### config.mk
export PLATFORM = sky130hd
export DESIGN_NAME = next_fit_slot_allocator
export DESIGN_NICKNAME = d
export VERILOG_FILES = /design/src/sv/nfsa_pkg.sv /design/src/sv/next_fit_slot_allocator.sv
export SDC_FILE = /design/constraint.sdc
export NUM_CORES = 1
export LEC_CHECK = 0
export BUFFER_PORTS_ARGS = -buffer_cell sky130_fd_sc_hd__clkbuf_2
export CORE_ASPECT_RATIO = 0.5
export CORE_MARGIN = 10
export CORE_UTILIZATION = 25
export DETAILED_ROUTE_END_ITERATION = 12
export HOLD_SLACK_MARGIN = 0.03
export SETUP_SLACK_MARGIN = 0.1
export SYNTH_ARGS = -nofsm -noshare
export SYNTH_HDL_FRONTEND = slang
export SYNTH_SLANG_ARGS = --single-unit
### constraint.sdc
create_clock -name clk -period 4.84 [get_ports clk]
set_input_delay 0.242 -clock clk [delete_from_list [all_inputs] [get_ports clk]]
set_output_delay 0.242 -clock clk [all_outputs]
set_load 0.01 [all_outputs]
### src/sv/nfsa_pkg.sv
package nfsa_pkg;

	localparam int MaxSlots = 256;
	localparam int SlotW    = 8;
	localparam int CountW   = 9;
	localparam int RowBits  = 16;
	localparam int RowIdxW  = $clog2(RowBits);
	localparam int Rows     = MaxSlots / RowBits;
	localparam int RowAddrW = $clog2(Rows);
	localparam int AddrW    = 3;
	localparam int DataW    = 32;

	typedef enum logic [1:0] {
		StatusOk    = 2'd0,
		StatusFull  = 2'd1,
		StatusRange = 2'd2
	} status_t;

	typedef enum logic {
		FuncAlloc = 1'b0,
		FuncFree  = 1'b1
	} func_t;

	// Register index as decoded from bit 2 of the byte address.
	localparam logic RegPoolSize = 1'b0;

	// Pool size as used by the search: zero acts as one, anything above the
	// slot count is clamped to it.
	function automatic logic [CountW-1:0] eff_size(input logic [CountW-1:0] v);
		logic [CountW-1:0] n;
		n = v;
		if (n == '0) begin
			n = CountW'(1);
		end
		if (n > CountW'(MaxSlots)) begin
			n = CountW'(MaxSlots);
		end
		return n;
	endfunction

endpackage

### src/sv/next_fit_slot_allocator.sv
// Next-fit slot allocator over a pool of up to 256 slots.
// Request channel (req_valid/req_stall): func selects allocate or free and
// slot_id names the slot to free. A beat is taken when req_valid is high and
// req_stall is low. Response channel (rsp_valid/rsp_stall): status,
// granted_slot and free_slots, one beat per request, held while stalled.
// The free bitmap sits in a 16 x 16-bit synchronous memory. A request that
// reaches the memory reads a row, checks it and writes back the row it changes.
// A free, or an allocate that hits in its first row, gives its response from
// that row check; an allocate that finds nothing moves on to the next row,
// wrapping, so a rotating search may visit every row of the pool.
// A full pool or an out-of-range free answers from idle, without a read.
// One request is in flight at a time; a new request is taken once the
// response register is free or being emptied.
// Reset, and any write of pool_size over the APB port, mark every slot free
// at once through per-row valid bits, put the search position at slot 0 and
// set the free count to the effective pool size. No clearing sweep is needed.
// While rsp_stall is high the finished response is held; rows may still be searched.
module next_fit_slot_allocator (
	input  logic                          clk,
	input  logic                          arst_n,
	input  logic                          req_valid,
	output logic                          req_stall,
	input  logic                          func,
	input  logic [nfsa_pkg::SlotW-1:0]    slot_id,
	output logic                          rsp_valid,
	input  logic                          rsp_stall,
	output logic [1:0]                    status,
	output logic [nfsa_pkg::SlotW-1:0]    granted_slot,
	output logic [nfsa_pkg::CountW-1:0]   free_slots,
	input  logic                          psel,
	input  logic                          penable,
	input  logic                          pwrite,
	input  logic [nfsa_pkg::AddrW-1:0]    paddr,
	input  logic [nfsa_pkg::DataW-1:0]    pwdata,
	output logic [nfsa_pkg::DataW-1:0]    prdata,
	output logic                          pready
);

	typedef enum logic [2:0] {
		S_IDLE = 3'b001,
		S_READ = 3'b010,
		S_EVAL = 3'b100
	} state_t;

	state_t                                state_q;
	logic [nfsa_pkg::RowBits-1:0]          mem [nfsa_pkg::Rows];
	logic [nfsa_pkg::RowBits-1:0]          rdata_q;
	logic                                  rvld_q;
	logic [nfsa_pkg::Rows-1:0]             row_vld_q;
	logic [nfsa_pkg::RowAddrW-1:0]         row_q;
	logic                                  first_q;
	logic [nfsa_pkg::RowIdxW-1:0]          start_off_q;
	logic                                  func_q;
	logic [nfsa_pkg::SlotW-1:0]            id_q;
	logic [nfsa_pkg::CountW-1:0]           pool_q;
	logic [nfsa_pkg::CountW-1:0]           n_q;
	logic [nfsa_pkg::CountW-1:0]           total_q;
	logic [nfsa_pkg::SlotW-1:0]            start_q;
	logic                                  rsp_valid_q;
	nfsa_pkg::status_t                     status_q;
	logic [nfsa_pkg::SlotW-1:0]            granted_q;
	logic [nfsa_pkg::CountW-1:0]           free_q;

	logic                                  cfg_we;
	logic                                  load_ok;
	logic                                  req_take;
	logic [nfsa_pkg::SlotW-1:0]            start_eff;
	logic [nfsa_pkg::RowBits-1:0]          rowdata;
	logic [nfsa_pkg::RowBits-1:0]          cand;
	logic                                  hit;
	logic [nfsa_pkg::RowIdxW-1:0]          hit_bit;
	logic [nfsa_pkg::CountW-1:0]           hit_pos;
	logic [nfsa_pkg::CountW-1:0]           pos_next;
	logic [nfsa_pkg::CountW-1:0]           row_base_next;
	logic [nfsa_pkg::RowAddrW-1:0]         row_next;
	logic                                  was_free;
	logic                                  mem_we;
	logic [nfsa_pkg::RowBits-1:0]          mem_wdata;

	assign pready   = 1'b1;
	assign cfg_we   = psel && penable && pwrite && (paddr[2] == nfsa_pkg::RegPoolSize);
	assign prdata   = (paddr[2] == nfsa_pkg::RegPoolSize) ?
		{{(nfsa_pkg::DataW-nfsa_pkg::CountW){1'b0}}, pool_q} : '0;

	assign load_ok   = !rsp_valid_q || !rsp_stall;
	assign req_stall = !((state_q == S_IDLE) && load_ok);
	assign req_take  = req_valid && !req_stall;

	assign rsp_valid    = rsp_valid_q;
	assign status       = status_q;
	assign granted_slot = granted_q;
	assign free_slots   = free_q;

	assign start_eff = ({1'b0, start_q} >= n_q) ? '0 : start_q;

	// Row check: an invalid row has not been written since the pool was
	// cleared, so all its slots are free.
	always_comb begin
		rowdata = rvld_q ? rdata_q : '1;
		for (int b = 0; b < nfsa_pkg::RowBits; b++) begin
			cand[b] = rowdata[b]
				&& ({1'b0, row_q, nfsa_pkg::RowIdxW'(b)} < n_q)
				&& !(first_q && (nfsa_pkg::RowIdxW'(b) < start_off_q));
		end
		hit     = 1'b0;
		hit_bit = '0;
		for (int b = nfsa_pkg::RowBits - 1; b >= 0; b--) begin
			if (cand[b]) begin
				hit     = 1'b1;
				hit_bit = nfsa_pkg::RowIdxW'(b);
			end
		end
		hit_pos       = {1'b0, row_q, hit_bit};
		pos_next      = hit_pos + nfsa_pkg::CountW'(1);
		row_base_next = {1'b0, row_q, {nfsa_pkg::RowIdxW{1'b0}}}
			+ nfsa_pkg::CountW'(nfsa_pkg::RowBits);
		row_next      = (row_base_next >= n_q) ? '0 : row_q + nfsa_pkg::RowAddrW'(1);
		was_free      = rowdata[id_q[nfsa_pkg::RowIdxW-1:0]];
		mem_we        = 1'b0;
		mem_wdata     = rowdata;
		if ((state_q == S_EVAL) && load_ok) begin
			if (func_q == nfsa_pkg::FuncAlloc) begin
				mem_we    = hit;
				mem_wdata = rowdata & ~(nfsa_pkg::RowBits'(1) << hit_bit);
			end else begin
				mem_we    = 1'b1;
				mem_wdata = rowdata | (nfsa_pkg::RowBits'(1) << id_q[nfsa_pkg::RowIdxW-1:0]);
			end
		end
	end

	always_ff @(posedge clk) begin
		if (mem_we) begin
			mem[row_q] <= mem_wdata;
		end
		rdata_q <= mem[row_q];
		rvld_q  <= row_vld_q[row_q];
	end

	always_ff @(posedge clk) begin
		if (req_take) begin
			func_q <= func;
			id_q   <= slot_id;
		end
	end

	always_ff @(posedge clk or negedge arst_n) begin
		if (!arst_n) begin
			state_q     <= S_IDLE;
			row_vld_q   <= '0;
			row_q       <= '0;
			first_q     <= 1'b0;
			start_off_q <= '0;
			pool_q      <= nfsa_pkg::CountW'(nfsa_pkg::MaxSlots);
			n_q         <= nfsa_pkg::CountW'(nfsa_pkg::MaxSlots);
			total_q     <= nfsa_pkg::CountW'(nfsa_pkg::MaxSlots);
			start_q     <= '0;
			rsp_valid_q <= 1'b0;
			status_q    <= nfsa_pkg::StatusOk;
			granted_q   <= '0;
			free_q      <= '0;
		end else begin
			if (rsp_valid_q && !rsp_stall) begin
				rsp_valid_q <= 1'b0;
			end
			if (cfg_we) begin
				pool_q    <= pwdata[nfsa_pkg::CountW-1:0];
				n_q       <= nfsa_pkg::eff_size(pwdata[nfsa_pkg::CountW-1:0]);
				total_q   <= nfsa_pkg::eff_size(pwdata[nfsa_pkg::CountW-1:0]);
				start_q   <= '0;
				row_vld_q <= '0;
			end
			if (mem_we) begin
				row_vld_q[row_q] <= 1'b1;
			end
			case (state_q)
				S_IDLE: begin
					if (req_take) begin
						if (func == nfsa_pkg::FuncAlloc) begin
							if (total_q == '0) begin
								rsp_valid_q <= 1'b1;
								status_q    <= nfsa_pkg::StatusFull;
								granted_q   <= '0;
								free_q      <= total_q;
							end else begin
								start_q     <= start_eff;
								row_q       <= start_eff[nfsa_pkg::SlotW-1 -: nfsa_pkg::RowAddrW];
								start_off_q <= start_eff[nfsa_pkg::RowIdxW-1:0];
								first_q     <= 1'b1;
								state_q     <= S_READ;
							end
						end else begin
							if ({1'b0, slot_id} >= n_q) begin
								rsp_valid_q <= 1'b1;
								status_q    <= nfsa_pkg::StatusRange;
								granted_q   <= '0;
								free_q      <= total_q;
							end else begin
								row_q   <= slot_id[nfsa_pkg::SlotW-1 -: nfsa_pkg::RowAddrW];
								first_q <= 1'b0;
								state_q <= S_READ;
							end
						end
					end
				end
				S_READ: begin
					state_q <= S_EVAL;
				end
				S_EVAL: begin
					if (func_q == nfsa_pkg::FuncAlloc) begin
						if (!hit) begin
							// Nothing free here: move on to the next row, wrapping.
							row_q   <= row_next;
							first_q <= 1'b0;
							state_q <= S_READ;
						end else if (load_ok) begin
							start_q     <= (pos_next >= n_q) ? '0 : pos_next[nfsa_pkg::SlotW-1:0];
							total_q     <= total_q - nfsa_pkg::CountW'(1);
							rsp_valid_q <= 1'b1;
							status_q    <= nfsa_pkg::StatusOk;
							granted_q   <= hit_pos[nfsa_pkg::SlotW-1:0];
							free_q      <= total_q - nfsa_pkg::CountW'(1);
							state_q     <= S_IDLE;
						end
					end else if (load_ok) begin
						rsp_valid_q <= 1'b1;
						status_q    <= nfsa_pkg::StatusOk;
						granted_q   <= '0;
						if (!was_free && (total_q < n_q)) begin
							total_q <= total_q + nfsa_pkg::CountW'(1);
							free_q  <= total_q + nfsa_pkg::CountW'(1);
						end else begin
							free_q  <= total_q;
						end
						state_q     <= S_IDLE;
					end
				end
				default: begin
					state_q <= S_IDLE;
				end
			endcase
		end
	end

endmodule

### Yosys cells after proc, flatten, opt, wreduce, memory -nomap -nowiden

Memories as Yosys holds them, arrays and structs flattened. A register that Yosys moved wholly into a read port is not among the register bits.
Cells that the tools add are included.

| cells by class | value |
|---|---|
| equal/unequal tests | 12 |
| order comparisons | 41 |
| add/sub/neg operators | 5 |
| multipliers | 0 |
| multiplexer cells | 127 |
| shift-type cells | 2 |
| divide/modulo/power cells | 0 |
| reduce and logical (&&, ||, !) cells | 86 |
| bitwise gates (word level) | 7 |

Operator list:

| kind | number |
|---|---|
| 9-bit 2-to-1 mux | 20 |
| 8-bit by 9-bit < comparator with 1-bit output | 16 |
| 8-bit 2-to-1 mux | 17 |
| 4-bit 2-to-1 mux | 23 |
| 16-bit 2-to-1 mux | 5 |
| 1-bit logical AND | 57 |
| 1-bit 2-to-1 mux | 37 |
| 4-bit < comparator (first input constant) | 8 |
| 16-bit OR | 2 |
| 8-bit case mux with 2 select lines | 2 |
| 1-bit by 4-bit left shift with 16-bit output (first input constant) | 2 |
| 3-bit 2-to-1 mux | 7 |
| 1-bit logical NOT | 20 |
| 8-bit by 9-bit >= comparator with 1-bit output | 2 |
| 9-bit >= comparator | 2 |
| 9-bit logical NOT | 2 |
| 9-bit case mux with 2 select lines | 1 |
| 16-bit AND | 1 |
| 3-bit by 4-bit < comparator with 1-bit output (first input constant) | 4 |
| 16-bit inverter | 1 |
| 2-bit 2-to-1 mux | 7 |
| 6-bit AND reduction | 2 |
| 4-bit by 5-bit < comparator with 1-bit output (second input constant) | 2 |
| 8-bit by 1-bit adder with 9-bit output (second input constant) | 1 |
| other kinds (27) | 39 |

| word-level totals | value |
|---|---|
| memories | 1 |
| flip-flop bits (word level) | 89 |
| output and inout bits | 54 |
| bits in writable memories | 256 |
| bits in read-only memories | 0 |
| bits of input ports | 51 |
| latch bits | 0 |
| logic and storage cells | 297 |

Memories:

| name | words | bits a word | rd ports | clocked after Yosys merged registers in | write ports | RTL line | RTL |
|---|---|---|---|---|---|---|---|
| mem | 16 | 16 | 1 | 1 | 1 | next_fit_slot_allocator.sv:46 | `logic [nfsa_pkg::RowBits-1:0] mem [nfsa_pkg::Rows];` |

### Depth between registers and ports, before layout

Gate-level depths: netlist (run 1).

| depth | value |
|---|---|
| depth after elaboration | 27 |
| gate-level depth with buffers | 25 |
| mapped depth without buffers | 21 |

### Worst setup path after synthesis (run 1)

Ideal clock, no wire load.

| path | value |
|---|---|
| path type | reg-to-reg |
| from | register row_q[0] in the netlist's numbering |
| to | register start_q[5] in the netlist's numbering |
| setup slack | -533 ps |
| data arrival time | 5249 ps |
| setup time | 124 ps |
| cell stages (with the launch flop) | 25 |
| data required time | 4716 ps |
| path buffers | 3 |
| cells stage by stage | dfrtp_1 clkbuf_1 clkbuf_1 inv_1 ha_1 buf_2 nor2_1 o21ai_1 nand3_1 o221ai_1 o211a_1 nand3_1 nor3_1 nand2_1 xnor2_1 ha_1 nand4_1 nor2_1 o31ai_1 nor3b_1 inv_1 o21a_1 nand4_1 nor2_1 a211o_1 |

| between the ends | value |
|---|---|
| word-level cells in the longest chain between the ends | 26 |
| elaborated cells between the ends (all ways) | 87 |

RTL lines:

| what | RTL line | RTL |
|---|---|---|
| start, declared | next_fit_slot_allocator.sv:50 | `logic [nfsa_pkg::RowAddrW-1:0] row_q;` |
| start signal, assigned | next_fit_slot_allocator.sv:187 | `row_q <= start_eff[nfsa_pkg::SlotW-1 -: nfsa_pkg::RowAddrW];` |
| start signal, assigned | next_fit_slot_allocator.sv:199 | `row_q <= slot_id[nfsa_pkg::SlotW-1 -: nfsa_pkg::RowAddrW];` |
| start signal, assigned | next_fit_slot_allocator.sv:213 | `row_q <= row_next;` |
| 8-bit by 9-bit < comparator with 1-bit output | next_fit_slot_allocator.sv:102 | `&& ({1'b0, row_q, nfsa_pkg::RowIdxW'(b)} < n_q)` |
| 1-bit logical AND | next_fit_slot_allocator.sv:102 |  |
| 1-bit logical AND | next_fit_slot_allocator.sv:103 | `&& !(first_q && (nfsa_pkg::RowIdxW'(b) < start_off_q));` |
| 4-bit 2-to-1 mux (16 in a row) | next_fit_slot_allocator.sv:108 | `if (cand[b]) begin` |
| 8-bit by 1-bit adder with 9-bit output | next_fit_slot_allocator.sv:114 | `pos_next = hit_pos + nfsa_pkg::CountW'(1);` |
| 9-bit >= comparator | next_fit_slot_allocator.sv:217 | `start_q <= (pos_next >= n_q) ? '0 : pos_next[nfsa_pkg::SlotW-1:0];` |
| 8-bit 2-to-1 mux | next_fit_slot_allocator.sv:217 |  |
| 8-bit 2-to-1 mux | next_fit_slot_allocator.sv:216 | `end else if (load_ok) begin` |
| 8-bit 2-to-1 mux (*) | next_fit_slot_allocator.sv:211 | `if (!hit) begin` |
| 8-bit 2-to-1 mux (*) | next_fit_slot_allocator.sv:210 | `if (func_q == nfsa_pkg::FuncAlloc) begin` |
| 8-bit case mux with 2 select lines (*) | next_fit_slot_allocator.sv:176 | `case (state_q)` |
| end signal, assigned | next_fit_slot_allocator.sv:186 | `start_q <= start_eff;` |
| end signal, assigned | next_fit_slot_allocator.sv:217 |  |
| end, declared | next_fit_slot_allocator.sv:58 | `logic [nfsa_pkg::SlotW-1:0] start_q;` |

Mark *: on every way between the ends. The rest lies on a longest branch, timed or not.
A chain may end at the register's enable or synchronous reset.

### Worst setup path in the final report (run 1)

| path | value |
|---|---|
| from | register row_q[1] in the netlist's numbering |
| to | register start_q[1] in the netlist's numbering |

The elaborated chain is that of the path after synthesis.

==> results of run 1 <==
[area by class of cell]
cell class | instances | area share, %
flip-flops and latches | 361 | 48.6
inverters | 38 | 0.692
clock inverters | 18 | 1.12
well taps | 910 | 5.38
repair buffers | 183 | 6.11
clock buffers | 53 | 4.91
multi-input cells | 805 | 33.2
[worst max-delay path, cell delays in order (launching register included)]
cell and delay, ps:
dfrtp_4 480, ha_4 270, and4b_2 340, buf_6 140
nand4_1 160, a32oi_2 290, o221ai_4 170, o21ai_4 230
nand3_4 150, nor3_4 180, nand2_2 100, xnor2_2 200
ha_1 350, nand4_1 100, nor2_2 60, o31ai_2 70
buf_4 180, nor3_2 30, a31oi_1 150, o21a_1 230
nand4_1 160, buf_4 200, buf_4 130, o211ai_1 180
[registers in the layout (all words and copies together), names as in the netlist]
signal and flops:
total_q 9, mem 256, func_q 1, rvld_q 1, free_slots 9, state_q 3
pool_q 9, first_q 1, rsp_valid 1, row_q 4, rdata_q 16, id_q 4
n_q 9, granted_slot 8, row_vld_q 16, status 2, start_off_q 4, start_q 8
[cells in the final DEF, fill, tap and decap left out, types with 6 or more instances in the layout]
cell type      netlist  final
dfrtp_1             79     76
o21ai_1             10     15
nor2_1              60     52
a21o_1              32     32
and2_1              19     19
nand3_1             28     25
ha_1                50     45
nand2_1             96     93
nor2_2               1      6
o21a_1               6      6
clkbuf_1            44     13
buf_4               25    110
a21oi_1             67     60
xor2_1              15     15
o21ai_0             49     40
edfxtp_1           261    261
nor2b_1             21     21
a31oi_1             15     15
conb_1               2     24
clkbuf_2             0     54
mux2i_1              8      8
and3_1               9      9
o221ai_1            10      8
nand4_1              8      8
o211ai_1             9      9
a22oi_1             11     11
or3_1               10      6
inv_1               37     35
dfxtp_1             17     16
mux4_2              86     86
nor3_1              17     13
clkbuf_16            0     39
a211o_1              6      6
nand2b_1            30     29
dlygate4sd3_1        0     14
[cell families after synthesis]
| kind of cell | share of synthesized area (%) |
|---|---|
| AO/OA/AOI/OAI | 10.8 |
| XOR/XNOR | 1.11 |
| adder cells (fa/ha/maj) | 3.61 |
| buffers and inverters | 3.56 |
| flip-flops | 59.2 |
| multiplexers | 12.1 |
| other | 0.0433 |
| AND/OR/NAND/NOR | 9.62 |
[layer usage]
layer / vias up / wire, µm / global-route usage [%]
met4: 0 / 1120 / 3.12
met3: 73 / 3260 / 1.97
met5: - / 0 / 0
li1: 5171 / - / -
met2: 407 / 22700 / 18.6
met1: 5888 / 20500 / 15.4
[worst paths after layout]
path | slack, ps | start | endpoint | cells after the start
max reg2reg | 190 | row_q[1] | start_q[1] | 23
max | 190 | row_q[1] | start_q[1] | 23
min reg2reg | 460 | pool_q[8] | pool_q[8] | 2
max in group asynchronous | 3590 | arst_n | row_vld_q[7] | 3
min in group asynchronous | 200 | arst_n | pool_q[2] | 2
min | 170 | func | func_q | 1
[cells in the mapped netlist, types with 6 or more instances]
library cell / count
and2_1: 19
edfxtp_1: 261
a21o_1: 32
nand2_1: 96
mux4_2: 86
o21ai_0: 49
nor2_1: 60
clkbuf_1: 44
buf_2: 13
a22oi_1: 11
and3_1: 9
ha_1: 50
a21oi_1: 67
dfrtp_1: 79
a211oi_1: 6
a211o_1: 6
buf_1: 12
nor4_1: 9
dfxtp_1: 17
o211ai_1: 9
o21ai_1: 10
mux2i_1: 8
a31oi_1: 15
inv_1: 37
o21a_1: 6
xnor2_1: 7
nand4_1: 8
nor2b_1: 21
nand3_1: 28
buf_4: 25
xor2_1: 15
or3_1: 10
nor3_1: 17
nand2b_1: 30
o221ai_1: 10
[report_power, final]
group	total, mW	leakage, nW	switching, mW	internal (mW)
Combinational	3.78	3.57	2.10	1.69
Clock	2.97	0.616	1.23	1.74
Sequential	3.86	2.95	0.307	3.56
[repair_timing]
action | CTS | global route
buffers inserted | 3 | 21
pin swaps | 7 | 40
hold endpoints to repair | 51 | 0
hold buffers | 14 | 0
resized for setup | 15 | 73
setup endpoints to repair | 8 | 21
[stage by stage]
step | setup slack [ps] | cells | total power, mW | instance area [µm²] | hold WS (ps)
4_1_cts | 102 | 2347 | 10.3 | 20600 | 141
3_5_place_dp | -220 | 2259 | 7.20 | 19100 | 222
6_report | 190 | 2368 | 10.6 | 21100 | 166
3_3_place_gp | -154 | 2259 | 7.18 | 19100 | 219
2_1_floorplan | 116 | 1299 | 6.07 | 17500 | -53.6
5_1_grt | -4.38 | 2368 | 11.2 | 21100 | 176
==> metrics.md, run 1 <==
| Metric | Value |
|---|---|
| Outcome | `finished clean` |
| Total CTS buffers | `39` |
| Initial drt markers | `roughly 1000` |
| Share of layout cells above drive strength 1 | `between 20% and 30%` |
| Max Buffers Root-to-Sink | `3` |
| HP Class | `primary input to register` |
| Endpoint class of the critical path | `register` |
| Fin util | `a little under a third` |
| Antenna Violating Nets Remaining | `0` |
| TritonRoute pass-1 iters | `5` |
| CP Data Required Time | `5320 ps` |
| Drt wl/cell | `approximately 20 µm` |
| P&R area growth vs syn | `21.9%` |
| Leakage power | `approximately 7.1 nW` |
| RSZ-0062 raised after global routing | `yes` |
| Period utilization | `between 90 and 100%` |
| Total negative slack | `0 ps` |
| Fraction of registers with async set or reset after synthesis | `~23%` |
| Top cells by area, synth | `edfxtp_1 45%, dfrtp_1 11%, mux4_2 11%` |
| Post-synthesis area per instance | `13.6 µm²` |
| Max_cap viols | `0` |
| Worst Path Max Fanout | `6` |
| Port Buffers | `55` |
| Post-synth EDFFs | `~260` |
| Initial antenna violation count | `0` |
| CTS clock-pin slew for the worst setup and hold paths | `roughly 60 ps` |
| Syn. warnings | `0` |
| Post-synth top area share | `between 40% and 50%` |
| Pin count of the biggest net entering global routing | `52` |
| Min Tclk post-route | `4650 ps` |
| Synth Register Bits | `between 300 and 400` |
| Vias in the first global route | `around 11000` |
| Peak supply drop | `roughly 0.34 mV` |
| FF/Latch Area | `10300 µm²` |
| Fillers | `between 6000 and 7000` |
| Die Footprint | `around 80000 µm²` |
| Core Footprint | `68800 µm²` |
| Routed WL | `47.5 mm` |
| Worst-margin pin slew | `between 1000 and 1500 ps` |
| Seq/Total Area, Yosys | `just under 60%` |
| Number of remaining DRC errors | `0` |
| Root Buffer | `clkbuf_16` |
| Crit path arrival time | `5130 ps` |
| Die extent in x | `392 µm` |
| Die Ht | `around 210 µm` |
| Final HPWL DP | `a little over 30 mm` |
| Cell Area, Synth | `roughly 17000 µm²` |
| Gpl congestion | `0.956` |
| Netlist cell types | `83` |
| Ys flop type | `edfxtp_1` |
| Max Transition Viols Final | `0` |
| Synth area leader | `edfxtp_1` |
| I/O Pins | `105` |
| Worst clock skew | `approximately 20 ps` |
| H-tree levels | `2` |
| Ant diodes | `0` |
| Vias/cell | `4.87` |
| CTS tree | `yes` |
| Grt ovf | `0` |
| Layout Nets | `about 1500` |
| Kind of critical path | `register to register` |
| First-pass GRT wire length | `70.8 mm` |
| Later-pin clock latency in the skew report | `around 570 ps` |
| Worst setup SP type | `register` |
| Vias | `about 12000` |
| Max-slew headroom | `between 10% and 20%` |
| Gate Count Post-Synth | `about 1300` |
| Fmax | `about 0.22 GHz` |
| Starting Density | `25.2%` |
| Final Setup Violations | `0` |
| Multi-input logic area | `~7000 µm²` |
| GRT Total Usage | `a little under an eighth` |
| Site Rows | `68` |
| PD cells | `502 nW/µm²` |
| Final Hold Fails | `0` |
| Clock sink count | `~360` |
Note: power is estimated with default switching activity, not from simulation.
==> run 2, diff against run 1 <==
--- a/config.mk
+++ b/config.mk
@@ -10,8 +10,11 @@
 export CORE_MARGIN = 10
 export CORE_UTILIZATION = 25
 export DETAILED_ROUTE_END_ITERATION = 12
+export GPL_TIMING_DRIVEN = 0
 export HOLD_SLACK_MARGIN = 0.03
+export PLACE_DENSITY = 0.42
 export SETUP_SLACK_MARGIN = 0.1
 export SYNTH_ARGS = -nofsm -noshare
 export SYNTH_HDL_FRONTEND = slang
 export SYNTH_SLANG_ARGS = --single-unit
+export TNS_END_PERCENT = 100
==> metrics.md, run 2 (synthesized netlist as in run 1, its figures left out) <==
| Metric | Value |
|---|---|
| Max Transition Viols Final | `0` |
| TritonRoute pass-1 iters | `5` |
| Initial antenna violation count | `0` |
| Net Switching | `3.90 mW` |
| Critical path's slowest cell | `a211oi_4` |
| FF-to-FF Start | `n_q[6]` |
| CP Data Required Time | `between 5000 and 6000 ps` |
| Share of power burned in registers | `roughly 34%` |
| Initial drt markers | `866` |
| Final Hold Fails | `0` |
| Flip-flop count of the largest register after layout | `roughly 260` |
| Ant diodes | `0` |
| HP Class | `primary input to register` |
| Routed WL | `55.1 mm` |
| Worst-margin pin slew | `approximately 1300 ps` |
| H-tree levels | `2` |
| Worst Path Max Fanout | `6` |
| P&R area growth vs syn | `22.8%` |
| Worst setup SP type | `register` |
| Drt wl/cell | `around 23 µm` |
| Pin count of the biggest net entering global routing | `47` |
| I/O Pins | `around 110` |
| Max Buffers Root-to-Sink | `3` |
| Die extent in x | `around 390 µm` |
| Starting Density | `25.2%` |
| RSZ-0062 raised after global routing | `yes` |
| GRT Total Usage | `13.4%` |
| Worst clock skew | `between 30 and 40 ps` |
| Hold Crit Start | `slot_id[6]` |
| Number of remaining DRC errors | `0` |
| Clock sink count | `around 360` |
| Site Rows | `approximately 70` |
| Total CTS buffers | `39` |
| PD cells | `between 500 and 600 nW/µm²` |
| Crit path arrival time | `around 5300 ps` |
| Die Ht | `206 µm` |
| Cell-by-cell trace of the critical path | `clkinvlp_4 -> ha_4 -> a211oi_4 -> buf_4 -> o221ai_2 -> o21bai_1 -> a21oi_1 -> or3_4 -> a21oi_4 -> buf_6 -> nor4_2 -> xor2_1 -> ha_1 -> nand4_1 -> nor2_4 -> o31ai_4 -> nor3b_2 -> inv_1 -> o21a_2 -> nand4_1 -> buf_4 -> nor2_2 -> a211o_1` |
| Port Buffers | `55` |
| Antenna Violating Nets Remaining | `0` |
| First-pass GRT wire length | `roughly 80 mm` |
| Kind of critical path | `register to register` |
| Final HPWL DP | `between 30 and 40 mm` |
| Buf+Inv Stages, Crit Path | `5` |
| CTS tree | `yes` |
| Fillers | `around 7000` |
| Reg with most FFs | `mem` |
| Commonest non-fill, non-tap cell in the layout | `edfxtp_1` |
| Die Footprint | `between 80000 and 90000 µm²` |
| Min Tclk post-route | `slightly below 5000 ps` |
| Design area | `21300 µm²` |
| Biggest regs | `mem: 256 flops, rdata_q: 16 flops, row_vld_q: 16 flops` |
| Worst Setup SP | `n_q[6]` |
| Commonest cells after routing, fill and taps aside | `261 x edfxtp_1, 94 x nand2_1, 86 x mux4_2, 78 x dfrtp_1, 67 x buf_4` |
| Leakage power | `7.15 nW` |
| Placed Area | `19000 µm²` |
| Fin util | `a little under a third` |
| Clock power share | `29.2%` |
| Later-pin clock latency in the skew report | `between 500 and 600 ps` |
| Root Buffer | `clkbuf_16` |
| CTS clock-pin slew for the worst setup and hold paths | `about 60 ps` |
| Vias | `11600` |
| Period utilization | `99.6%` |
| Core Footprint | `68800 µm²` |
| Outcome | `finished clean` |
| Endpoint class of the critical path | `register` |
| Max_cap viols | `0` |
| Int Pwr | `around 7.1 mW` |
| Vias/cell | `4.83` |
| Gate power share | `36.6%` |
| CP top delay family | `compound AO/OA/AOI/OAI gates` |
| Slowest stage delay, CP | `380 ps` |
| Max-slew headroom | `between 10 and 15%` |
| Share of layout cells above drive strength 1 | `between 20% and 30%` |
| Grt ovf | `0` |
| Net Sw Frac | `between 30% and 40%` |
| Fmax | `0.207 GHz` |
| Final Setup Violations | `0` |
| Layout Nets | `1561` |
| Gpl congestion | `0.834` |
| Vias in the first global route | `12000` |
| Peak supply drop | `0.236 mV` |
## run 2: cell type report
cell class	count	area, µm²	share of cell area [%]
flip-flops and latches	361	10300	48.2
multi-input cells	805	7010	32.9
well taps	910	1140	5.35
clock buffers	53	1100	5.16
repair buffers	121	857	4.02
plain buffers	94	507	2.38
clock inverters	19	263	1.23
inverters	38	161	0.758
## run 2: stage by stage
stage	power (mW)	setup WS (ps)	setup TNS [ps]	std cells	hold WS (ps)
2_1_floorplan	6.07	116	0	1299	-53.6
3_3_place_gp	7.23	-3000	-171640	2264	449
3_5_place_dp	7.23	-1410	-96770	2270	324
4_1_cts	11.0	76.9	0	2393	152
5_1_grt	11.5	-124	-386	2401	197
6_report	11.0	17.0	0	2401	184
## run 2: layer usage
layer / up-vias / global-route usage [%] / routed length [µm]
li1: 5250 / - / -
met1: 5982 / 17.9 / 25100
met2: 269 / 22.5 / 26100
met3: 85 / 1.80 / 2270
met4: 0 / 4.31 / 1690
met5: - / 0 / 0
## run 2: power groups by stage
stage               Sequential (mW)  Clock (mW)  Combinational, mW
global route                   3.78        3.41               4.35
CTS                            3.75        3.29               3.95
detailed placement             3.81           0               3.42
global placement               3.81           0               3.42
floorplan                      3.76           0               2.31
finish                         3.75        3.21               4.01
## run 2: worst reg2reg max path: cells and delay by family, from the launching register on
family,cells,cell delay (ps)
AO/OA/AOI/OAI,8,1670
AND/OR/NAND/NOR,7,1170
buffers and inverters,5,730
adder cells (fa/ha/maj),2,620
flip-flops,1,370
XOR/XNOR,1,140
## run 2: final timing paths
check	end	slack (ps)	depth (start not counted)
setup / recovery	start_q[5]	20	23
hold / removal	row_q[2]	180	4
setup reg to reg	start_q[5]	20	23
hold reg to reg	pool_q[8]	460	2
max in group asynchronous	total_q[8]	3850	3
min in group asynchronous	row_vld_q[11]	270	2
## run 2: repair_timing
| item | in CTS | in global routing |
|---|---|---|
| gates cloned | 1 | 1 |
| hold endpoints to repair | 55 | 0 |
| endpoints found under the setup margin | 474 | 12 |
| pin swaps | 43 | 14 |
| hold buffers | 15 | 0 |
| resized for setup | 74 | 21 |
| buffers inserted | 36 | 4 |
==> run 3, diff against run 2 <==
--- a/config.mk
+++ b/config.mk
@@ -5,6 +5,7 @@
 export SDC_FILE = /design/constraint.sdc
 export NUM_CORES = 1
 export LEC_CHECK = 0
+export ABC_AREA = 1
 export BUFFER_PORTS_ARGS = -buffer_cell sky130_fd_sc_hd__clkbuf_2
 export CORE_ASPECT_RATIO = 0.5
 export CORE_MARGIN = 10
==> metrics.md, run 3 <==
| Metric | Value |
|---|---|
| Outcome | `finished clean` |
| TritonRoute pass-1 iters | `6` |
| Post-synth top area share | `44.6%` |
| Port Buffers | `between 50 and 60` |
| Drt wl/cell | `just over 20 µm` |
| Synth area leader | `edfxtp_1` |
| Post-synth EDFFs | `roughly 260` |
| FF/Latch Area | `just over 10000 µm²` |
| Grt ovf | `0` |
| Commonest cells after routing, fill and taps aside | `278 x nand2_1, 261 x edfxtp_1, 251 x nor2_1, 224 x o21ai_0, 114 x inv_1` |
| CTS tree | `yes` |
| Die Footprint | `slightly above 80000 µm²` |
| Cell mode on critical path | `nand2_1` |
| Max Buffers Root-to-Sink | `3` |
| Fmax | `approximately 0.23 GHz` |
| H-tree levels | `2` |
| Fin util | `a little under a third` |
| Final Hold Fails | `0` |
| Site Rows | `68` |
| I/O Pins | `between 100 and 150` |
| Reg with most FFs | `mem` |
| Gpl congestion | `just under 0.9` |
| Later-pin clock latency in the skew report | `570 ps` |
| Pin count of the biggest net entering global routing | `48` |
| Post-synthesis mux area share | `0%` |
| CTS clock-pin slew for the worst setup and hold paths | `~70 ps` |
| Slowest stage delay, CP | `around 440 ps` |
| Worst setup SP type | `register` |
| Routed WL | `roughly 62 mm` |
| Syn. warnings | `0` |
| Root Buffer | `clkbuf_16` |
| Gate Count Post-Synth | `about 1800` |
| Netlist cell types | `between 60 and 70` |
| Gate power share | `a little under half` |
| Clock sink count | `between 300 and 400` |
| HP Class | `primary input to register` |
| Int Pwr | `7.29 mW` |
| Seq/Total Area, Yosys | `about three fifths` |
| Flip-flop count of the largest register after layout | `256` |
| Total CTS buffers | `39` |
| Adder-cell share of the synthesized area | `around 3.6%` |
| Main combinational cell family by area after synthesis | `simple AND/OR/NAND/NOR gates` |
| Biggest regs | `mem: 256 flops, rdata_q: 16 flops, row_vld_q: 16 flops` |
| Min Tclk post-route | `approximately 4400 ps` |
| Most frequent cell after synthesis | `nand2_1` |
| Buf+Inv Stages, Crit Path | `9` |
| Peak supply drop | `0.268 mV` |
| CP top delay family | `simple AND/OR/NAND/NOR gates` |
| CP Data Required Time | `approximately 5300 ps` |
| Cell Area, Synth | `roughly 18000 µm²` |
| Max_cap viols | `0` |
| Max-slew headroom | `between 20% and 30%` |
| Synth Register Bits | `approximately 360` |
| Fraction of registers with async set or reset after synthesis | `a little under a quarter` |
| Total negative slack | `0 ps` |
| Final Setup Violations | `0` |
| Commonest non-fill, non-tap cell in the layout | `nand2_1` |
| Initial antenna violation count | `1` |
| PD cells | `~600 nW/µm²` |
| Final HPWL DP | `roughly 45 mm` |
| Multi-input logic area | `around 6600 µm²` |
| Worst Path Max Fanout | `19` |
| Ys flop type | `edfxtp_1` |
| RSZ-0062 raised after global routing | `no` |
| Layout Nets | `about 2100` |
| Post-synth top cells | `281 x nand2_1, 271 x nor2_1, 261 x edfxtp_1, 225 x o21ai_0, 118 x inv_1` |
| Leakage power | `8.04 nW` |
| Max Transition Viols Final | `0` |
| GRT Total Usage | `approximately 14%` |
| Vias in the first global route | `around 14000` |
| Net Sw Frac | `43.8%` |
| Starting Density | `about a quarter` |
| Post-synthesis xor/xnor area fraction | `less than 1%` |
| Crit path arrival time | `between 4000 and 5000 ps` |
| Clock power share | `between 20% and 30%` |
| Die extent in x | `between 300 and 400 µm` |
| Vias/cell | `between 4 and 5` |
| Endpoint class of the critical path | `register` |
| Period utilization | `90.7%` |
| Worst-margin pin slew | `1110 ps` |
| Synth Area in Simple Gates | `roughly 17%` |
| P&R area growth vs syn | `21.9%` |
| Number of remaining DRC errors | `0` |
| Critical path's slowest cell | `dfrtp_2` |
| Vias | `14000` |
| Share of layout cells above drive strength 1 | `~15%` |
| First-pass GRT wire length | `just over 90 mm` |
| Power Total | `around 13 mW` |
| Net Switching | `around 5.7 mW` |
| Die Ht | `slightly above 200 µm` |
| Core Footprint | `between 60000 and 70000 µm²` |
| Worst clock skew | `around 21 ps` |
| # placed instances | `between 2000 and 3000` |
| Post-synthesis area per instance | `9.69 µm²` |
| Final Non-Filler Cells | `approximately 3000` |
| Share of power burned in registers | `a little under a third` |
| Antenna Violating Nets Remaining | `0` |
| Fillers | `about 7300` |
| Kind of critical path | `register to register` |
| Compound-Gate Fraction of Synth Area | `between 10% and 20%` |
| Initial drt markers | `~1100` |
| Top cells by area, synth | `edfxtp_1 45%, dfrtp_1 11%, o21ai_0 6.4%` |
run 3: cell types whose count changed in the layout (fill, tap and decap cells not counted), moves of 20 or more:
cell / change
nor2_1: +200
o21ai_0: +186
nand2_1: +184
mux4_2: -86
inv_1: +82
o22ai_1: +80
a21o_1: -32
nand2b_1: -29
clkbuf_1: +28
nor2b_1: -21
nand4_1: +20
run 3: power by group through the flow:
stage	logic (mW)	clock network, mW	registers, mW
6_report	5.85	3.05	4.07
5_1_grt	6.40	3.25	4.11
4_1_cts	5.66	3.11	4.06
3_5_place_dp	5.54	0	4.12
3_3_place_gp	5.47	0	4.13
2_1_floorplan	3.40	0	4.05
run 3: path summary, 6_finish.rpt:
path	start	to	slack, ps	cells after the start
worst max-delay path	row_q[0]	start_q[2]	450	33
worst min-delay path	slot_id[4]	row_q[0]	80	3
worst max register to register	row_q[0]	start_q[2]	450	33
worst min register to register	row_vld_q[12]	row_vld_q[12]	490	2
max in group asynchronous	arst_n	state_q[0]	3870	3
min in group asynchronous	arst_n	n_q[2]	220	2
run 3: kinds of logic after synthesis:
family / Yosys count
DFF: 361
adders and majority gates: 50
buffers and inverters: 245
other: 2
xor gates and xnor gates: 16
and+or+nand+nor: 692
AOI/OAI and AO/OA: 449
run 3: routing by layer:
layer / track usage [%] / vias up / part of all wire [%]
li1: - / 6663 / -
met1: 19.5 / 6949 / 46
met2: 24.4 / 354 / 47
met3: 1.88 / 73 / 4.6
met4: 3.05 / 0 / 2.0
met5: 0 / - / 0
run 3: what timing repair did:
action / 4_1_cts / 5_1_grt
buffers inserted: 6 / 23
setup endpoints to repair: 573 / 36
gates resized for setup: 19 / 31
hold buffers: 17 / 0
pin swaps: 4 / 12
endpoints found under the hold margin: 54 / 0
run 3: final cells by class:
class,instances,share of cell area [%]
well taps,945,5.51
clock buffers,49,4.73
diodes,1,0.0117
clock inverters,23,1.16
plain buffers,103,2.54
flip-flops and latches,361,47.9
inverters,141,2.63
repair buffers,123,4.81
multi-input cells,1231,30.7
run 3: metrics by stage:
stage | worst slack (ps) | instance area (µm²) | hold slack [ps]
6_report | 449 | 21400 | 75.8
5_1_grt | 78.1 | 21400 | 95.4
4_1_cts | 102 | 21100 | 60.2
3_5_place_dp | -1880 | 19600 | 306
3_3_place_gp | -2270 | 19100 | 439
2_1_floorplan | 194 | 17700 | -53.6
run 3: tightest hold or removal path, cell delays in order:
cell and delay [ps]:
clkbuf_2 160, nand2_1 100, a41oi_1 110
